$ cat src/rgch_pkg.sv
// shared types and constants for the rg chromaticity histogram
package rgch_pkg;

  localparam int CFG_W           = 5;
  localparam int OP_W            = 2;
  localparam int CHAN_W          = 8;
  localparam int IDX_W           = 8;
  localparam int FIELD_W         = 24;
  localparam int SHARE_W         = 17;
  localparam int STAT_W          = 2;
  localparam int QW              = 17;
  localparam int STEP_W          = 5;
  localparam int SUM_W           = 10;
  localparam int DEF_MAX_BINS    = 16;
  localparam int DEF_COUNT_WIDTH = 24;

  localparam logic [CFG_W-1:0]   BINS_RESET = 5'd16;
  localparam logic [SHARE_W-1:0] SHARE_FULL = 17'h10000;
  localparam logic [FIELD_W-1:0] FIELD_MAX  = 24'hFFFFFF;

  typedef enum logic [OP_W-1:0] {
    OP_CLEAR = 2'd0,
    OP_PIXEL = 2'd1,
    OP_READ  = 2'd2
  } op_e;

  typedef enum logic [STAT_W-1:0] {
    STAT_OK    = 2'd0,
    STAT_EMPTY = 2'd1,
    STAT_RANGE = 2'd2
  } status_e;

  typedef enum logic [2:0] {
    ST_IDLE,
    ST_DIV_R,
    ST_DIV_G,
    ST_RD_PIX,
    ST_RD_BIN,
    ST_SHARE,
    ST_OUT
  } state_e;

  typedef struct packed {
    logic              start;
    logic [STEP_W-1:0] steps;
  } div_req_t;

endpackage

$ cat src/rgch_div.sv
// shared restoring divider, one quotient bit per cycle
module rgch_div #(
  parameter int DEN_W = 24
) (
  input  logic                        clk_i,
  input  logic                        rst_ni,
  input  rgch_pkg::div_req_t          req_i,
  input  logic [DEN_W-1:0]            rem0_i,
  input  logic [rgch_pkg::QW-1:0]     low_i,
  input  logic [DEN_W-1:0]            den_i,
  output logic                        done_o,
  output logic [rgch_pkg::QW-1:0]     quo_o
);
  import rgch_pkg::*;

  logic              run_q, run_d;
  logic [STEP_W-1:0] step_q, step_d;
  logic [DEN_W-1:0]  rem_q;
  logic [DEN_W-1:0]  den_q;
  logic [QW-1:0]     low_q;
  logic [QW-1:0]     quo_q;
  logic [DEN_W:0]    trial;
  logic [DEN_W:0]    diff;
  logic              fits;
  logic              busy;

  assign busy   = run_q && (step_q != '0);
  assign done_o = run_q && (step_q == '0);
  assign quo_o  = quo_q;
  assign trial  = {rem_q, low_q[QW-1]};
  assign diff   = trial - {1'b0, den_q};
  assign fits   = trial >= {1'b0, den_q};

  always_comb begin
    run_d  = run_q;
    step_d = step_q;
    if (req_i.start) begin
      run_d  = 1'b1;
      step_d = req_i.steps;
    end else if (busy) begin
      step_d = step_q - 1'b1;
    end else if (done_o) begin
      run_d = 1'b0;
    end
  end

  always_ff @(posedge clk_i or negedge rst_ni) begin
    if (!rst_ni) begin
      run_q  <= 1'b0;
      step_q <= '0;
    end else begin
      run_q  <= run_d;
      step_q <= step_d;
    end
  end

  always_ff @(posedge clk_i) begin
    if (req_i.start) begin
      rem_q <= rem0_i;
      low_q <= low_i;
      den_q <= den_i;
      quo_q <= '0;
    end else if (busy) begin
      rem_q <= fits ? diff[DEN_W-1:0] : trial[DEN_W-1:0];
      low_q <= {low_q[QW-2:0], 1'b0};
      quo_q <= {quo_q[QW-2:0], fits};
    end
  end

endmodule

$ cat config.mk
export PLATFORM = sky130hd
export DESIGN_NAME = rgch_div
export DESIGN_NICKNAME = d
export VERILOG_FILES = /design/src/rgch_pkg.sv /design/src/rgch_div.sv
export SDC_FILE = /design/constraint.sdc
export NUM_CORES = 1
export LEC_CHECK = 0
export BUFFER_PORTS_ARGS = -buffer_cell sky130_fd_sc_hd__buf_2
export CAP_MARGIN = 20
export CORE_ASPECT_RATIO = 1.75
export CORE_MARGIN = 2
export CORE_UTILIZATION = 60
export CTS_CLUSTER_DIAMETER = 60
export DETAILED_ROUTE_END_ITERATION = 8
export PLACE_DENSITY_LB_ADDON = 0.2
export SYNTH_ARGS = -nofsm -noshare
export SYNTH_HDL_FRONTEND = slang
export SYNTH_SLANG_ARGS = --single-unit
$ cat constraint.sdc
create_clock -name clk_i -period 5.06 [get_ports clk_i]
set_input_delay 1.265 -clock clk_i [delete_from_list [all_inputs] [get_ports clk_i]]
set_output_delay 1.265 -clock clk_i [all_outputs]
set_load 0.01 [all_outputs]
### Word level (Yosys, flattened, before mapping)

Index checks and enable logic that the tools add are counted.

| storage, ports and cells | value |
|---|---|
| RAM bits | 0 |
| bits of input ports | 73 |
| output and inout port bits | 18 |
| ROM bits | 0 |
| latch bits | 0 |
| memories kept | 0 |
| logic and storage cells | 27 |
| bits in registers | 88 |

| operators by class | value |
|---|---|
| shift-type cells | 0 |
| bitwise gates (word level) | 0 |
| equality and inequality tests | 1 |
| reduce and logical (&&, ||, !) cells | 7 |
| multiplexer cells | 10 |
| divide/modulo/power cells | 0 |
| magnitude comparators | 1 |
| add/sub/neg operators | 2 |
| multipliers | 0 |

Operators by type and width:

| operator | count |
|---|---|
| 2-to-1 mux 24 bit | 3 |
| 2-to-1 mux 17 bit | 2 |
| greater-or-equal comparator 25 x 24 -> 1 bit | 1 |
| subtractor 24 bit | 1 |
| 2-to-1 mux 5 bit | 2 |
| logical NOT 5 bit | 1 |
| nonzero test 5 bit | 1 |
| subtractor 5 x 1 -> 5 bit (second input constant) | 1 |
| nonzero test 2 bit | 2 |
| 2-to-1 mux 1 bit | 3 |
| logical AND 1 bit | 2 |
| inequality test 2 bit (second input constant) | 1 |
| AND reduction 2 bit | 1 |

### Longest topological paths before layout

| depth | value |
|---|---|
| depth after elaboration | 5 |
| mapped depth | 14 |
| depth with buffers taken out | 13 |

### Worst setup path after synthesis

OpenSTA, ideal clock, no wires.

| timing path | value |
|---|---|
| path kind | input -> register |
| start | input port req_i[5] in the netlist's numbering |
| end | register low_q[0], enable pin |
| arrival time | 2.813 ns |
| data required time | 4.655 ns |
| library setup time | 0.405 ns |
| buffers on the path | 2 |
| stages | 3 |
| setup slack | 1.842 ns |
| cells stage by stage | clkbuf_1 > clkbuf_1 > nand2b_1 |

| between the ends | value |
|---|---|
| longest elaborated chain between the ends | 1 |

Ends and longest elaborated chain:

| item | RTL line | text |
|---|---|---|
| start, declared | rgch_div.sv:7 | `input rgch_pkg::div_req_t req_i,` |
| nonzero test 2 bit (no line) | -- |  |
| end signal, assigned | rgch_div.sv:60 | `low_q <= low_i;` |
| end signal, assigned | rgch_div.sv:65 | `low_q <= {low_q[QW-2:0], 1'b0};` |
| end, declared | rgch_div.sv:20 | `logic [QW-1:0] low_q;` |

Every way passes these cells.
A chain may end at the register's enable or synchronous reset.

### Final worst setup path

| timing path | value |
|---|---|
| start | register rem_q[2] |
| end | register rem_q[4], data pin |

| between the ends | value |
|---|---|
| longest elaborated chain between the ends | 4 |
| elaborated cells on any way between the ends | 5 |
| those cells by class | add/sub (1); order compare (1); mux (3) |

Ends and longest elaborated chain:

| item | RTL line | text |
|---|---|---|
| start, declared | rgch_div.sv:18 | `logic [DEN_W-1:0] rem_q;` |
| start signal, assigned | rgch_div.sv:59 | `rem_q <= rem0_i;` |
| start signal, assigned | rgch_div.sv:64 | `rem_q <= fits ? diff[DEN_W-1:0] : trial[DEN_W-1:0];` |
| subtractor 24 bit / greater-or-equal comparator 25 x 24 -> 1 bit (equally long branches) | rgch_div.sv:31, rgch_div.sv:32 |  |
| 2-to-1 mux 24 bit * | rgch_div.sv:64 |  |
| 2-to-1 mux 24 bit * | rgch_div.sv:63 | `end else if (busy) begin` |
| 2-to-1 mux 24 bit * | rgch_div.sv:58 | `if (req_i.start) begin` |

Mark *: on every way between the ends. The rest lies on a longest branch, timed or not. The select of a mux whose other input is x is not followed.

==> flow_metrics.py <==
metrics = {
    "grt": {
        "grt_pass1_vias": 3784,
        "wire_length_of_the_first_global_routing_pass_um": 16190,
        "globalRoute.totalOverflow": 0,
        "initial_antenna_violation_count": 0,
        "grt_max_degree": 71,
        "overall_track_demand_over_capacity_in_global_routing_pct": 23.37,
    },
    "final_layout": {
        "regArea_sq_mm": 0.002442,
        "multi_input_comb_area_sq_mm": 0.002252,
        "filler_cell_count": 578,
        "final_core_utilization_pct": 72.31,
        "area.growth.synth_to_final_pct": 16.64,
        "final_layout_size_suffix_gt1_share_pct": 27.42,
        "stdcell_count": 648,
        "finalNetCount": 653,
        "insertedDiodeCount": 0,
    },
    "critical_path": {
        "path_cells": "ha_1 > nand2_1 > a2111oi_4 > nor3b_2 > o21ai_2 > o41ai_2 > o31ai_4 > buf_4 > mux2_2 > mux2_2",
        "arrival_time_of_data_at_the_critical_path_endpoint_ps": 3540,
        "worst_ep_required_time_ps": 5160,
        "cp_common_cell": "mux2_2",
        "slowest_delay_ps": 440,
        "crit_family": "compound AO/OA/AOI/OAI gates",
        "timing.setup.critical_path_class": "reg2reg",
        "worstSetupEndpointType": "flip-flop",
        "critPathLaunchType": "flip-flop",
        "cp_max_stage_cell": "o31ai_4",
        "worstPathBufferInverterCount": 1,
        "cp_max_fo": 19,
    },
    "floorplanning": {
        "initial_core_util_pct": 62.00,
        "core_area_sq_mm": 0.007909,
        "die-area_sq_mm": 0.008940,
        "height_of_the_die_um": 123.6,
        "die_x_um": 72.34,
        "floorplan.io_pins": 91,
        "rows": 43,
    },
    "sta": {
        "tns_ps": 0,
        "fmaxAchievable_mhz": 290.3,
        "max-slew-margin-rel_pct": 30.45,
        "worstMarginPinSlew_ps": 1043,
        "finalWorstPathRequiredPeriod_ps": 3444,
        "final_min_period_over_clock_period_pct": 68.07,
        "hold_violations": 0,
        "timing.final.setup_violations": 0,
        "skew_ps": 6.093,
        "rsz_0062_raised_after_global_routing": "no",
        "count_of_final_max_slew_check_failures": 0,
    },
    "cts": {
        "post_cts.resized_instances": 0,
        "worstSkewPairLatency_ps": 350,
        "clock-sinks": 88,
        "root_buffer": "clkbuf_16",
        "cts-hold-fix-buffers": 0,
        "cts-buffers-inserted": 9,
        "htree_levels": 3,
        "cts_buffer_depth": 2,
        "tritoncts": "yes",
        "clkTransAtPathRegs_ps": 60,
        "cts_post_setup_buffers_inserted": 0,
    },
    "synth": {
        "synth_edf_count": 65,
        "ys_seq_elements": 88,
        "synth_area_per_cell_sq_um": 10.50,
        "mapped_nets": 567,
        "yosysWarningCount": 0,
        "ys_dominant_reg_cell": "edfxtp_1",
        "ys_seq_area_share_pct": 49.81,
        "syn_area_sq_mm": 0.004903,
        "synth_cells": 467,
        "asyncSetResetFlopFracSynth_pct": 6.818,
        "synth.lib_cells_used.distinct": 50,
    },
    "power_and_ir_drop": {
        "power_leakage_nw": 2.459,
        "internal_power_mw": 2.052,
        "ir_worst_vdd_uv": 355.7,
        "switching_power_mw": 1.202,
        "net_switching_share_of_the_total_power_pct": 36.94,
        "power.share.sequential_pct": 33.4,
        "p_clk_share_pct": 20.9,
        "p_comb_share_pct": 45.7,
        "powerDensity_mw_per_mm2": 569.0,
    },
    "drt": {
        "wl_um": 9825,
        "detail_route.iter0.violations": 192,
        "routed_via_count": 3685,
        "detailedRoute.firstPassIterationCount": 4,
        "drt.antenna.violating_nets": 0,
        "route.detailed.vias_per_inst": 5.687,
        "drc_errors": 0,
        "avgRoutedWirePerCell_um": 15.16,
    },
    "placed_design": {
        "numPlacedInstances": 632,
        "gp_congestion": 0.8709,
        "hpwlAfterDp_um": 6980,
        "portBuffers": 90,
    },
    "outcome": {
        "outcome": "finished, final reports clean",
    },
    "flow_run": {
        "max_cap_viol_count": 0,
    },
    "hold_path": {
        "holdCritPathClass": "reg2reg",
    },
}
## worst min-delay path, delay by kind of cell, from the launching register on
| kind | cells | cell delay (ps) |
|---|---|---|
| AOI/OAI and AO/OA | 1 | 50 |
| DFF | 1 | 320 |
| and+or+nand+nor | 1 | 50 |
## cells in the mapped netlist, types with 2 or more instances
| cell type | number | area, sq um |
|---|---|---|
| dfrtp_1 | 6 | 150.1 |
| nand2b_1 | 7 | 43.79 |
| clkbuf_1 | 14 | 52.55 |
| mux2i_1 | 2 | 20.02 |
| ha_1 | 26 | 325.3 |
| nand2_1 | 64 | 240.2 |
| o21bai_1 | 3 | 22.52 |
| a211o_1 | 3 | 26.28 |
| a21oi_1 | 49 | 245.2 |
| nand3_1 | 7 | 35.03 |
| xor2_1 | 11 | 96.34 |
| a21o_1 | 3 | 22.52 |
| a31oi_1 | 2 | 12.51 |
| nor3_1 | 8 | 40.04 |
| edfxtp_1 | 65 | 1952 |
| dfxtp_1 | 17 | 340.3 |
| nor2b_1 | 4 | 25.02 |
| nor2_1 | 32 | 120.1 |
| buf_6 | 2 | 22.52 |
| inv_1 | 32 | 120.1 |
| o21ai_0 | 21 | 105.1 |
| and2_1 | 2 | 12.51 |
| and4_1 | 2 | 17.52 |
| xnor2_1 | 14 | 122.6 |
| nor3b_1 | 3 | 22.52 |
| mux2_2 | 36 | 405.4 |
| o21a_1 | 2 | 15.01 |
| a221o_1 | 4 | 40.04 |
| o21ai_1 | 5 | 25.02 |
## registers in the layout (all words and copies together), names as in the netlist
| register | cells |
|---|---|
| den_q | 24 |
| step_q | 5 |
| quo_o | 17 |
| run_q | 1 |
| rem_q | 24 |
| low_q | 17 |
## layout make-up
cell class	count	area share (%)
inverter	32	2.100
clock buffer	11	4.813
clock inverter	5	0.5907
tap	90	1.969
sequential	88	42.70
multi-input combinational	328	39.38
timing repair buffer	94	8.445
## power groups by stage
stage | registers (mW) | logic (mW) | clock network, mW
finish | 1.09 | 1.49 | 0.680
global route | 1.11 | 1.66 | 0.707
CTS | 1.09 | 1.49 | 0.682
detailed placement | 1.10 | 1.47 | 0
global placement | 1.10 | 1.43 | 0
floorplan | 1.08 | 1.19 | 0
## cells in the final DEF (no fill, tap or decap), types with 17 or more instances in the layout
| cell type | n |
|---|---|
| inv_1 | 32 |
| nand2_1 | 64 |
| a21oi_1 | 49 |
| o21ai_0 | 21 |
| mux2_2 | 36 |
| buf_2 | 89 |
| ha_1 | 26 |
| dfxtp_1 | 17 |
| edfxtp_1 | 65 |
| nor2_1 | 32 |
## per-layer routing
| metal | part of all wire [%] | GRT usage (%) | vias to the layer above | wire length, um |
|---|---|---|---|---|
| li1 | - | - | 1831 | - |
| met1 | 39 | 26.47 | 1718 | 3827 |
| met2 | 53 | 40.37 | 109 | 5203 |
| met3 | 5.3 | 6.553 | 27 | 519 |
| met4 | 2.8 | 10.61 | 0 | 275 |
| met5 | 0 | 0 | - | 0 |
## path summary, 6_finish.rpt
| kind | endpoint | cells past startpoint | start | slack, ps |
|---|---|---|---|---|
| min in group asynchronous | step_q[3] | 1 | rst_ni | 730 |
| max in group asynchronous | step_q[2] | 1 | rst_ni | 4180 |
| hold reg to reg | quo_o[5] | 2 | quo_o[4] | 470 |
| setup / recovery | rem_q[4] | 10 | rem_q[2] | 1620 |
| setup reg to reg | rem_q[4] | 10 | rem_q[2] | 1620 |
| hold / removal | quo_o[5] | 2 | quo_o[4] | 470 |
## cell families (layout without fill, tap and decap cells)
family          count (synthesis)  count (layout)  share of synthesized area (%)
mux                            38              38                          8.676
flops                          88              88                          49.81
fa+ha+maj                      27              27                          7.043
compound gates                104             104                          13.50
buf+inv                        51             142                          4.312
xor+xnor                       25              25                          4.465
simple gates                  134             134                          12.20
## stage by stage
stage / area [sq um] / hold slack, ps / worst slack [ps] / power, mW
floorplan: 4903 / 480.5 / 1842 / 2.265
global placement: 5410 / 440.9 / 1807 / 2.526
detailed placement: 5410 / 459.0 / 1677 / 2.570
CTS: 5719 / 469.5 / 1630 / 3.257
global route: 5719 / 482.5 / 1409 / 3.474
finish: 5719 / 468.6 / 1616 / 3.254
Note: power is estimated with default switching activity, not from simulation.
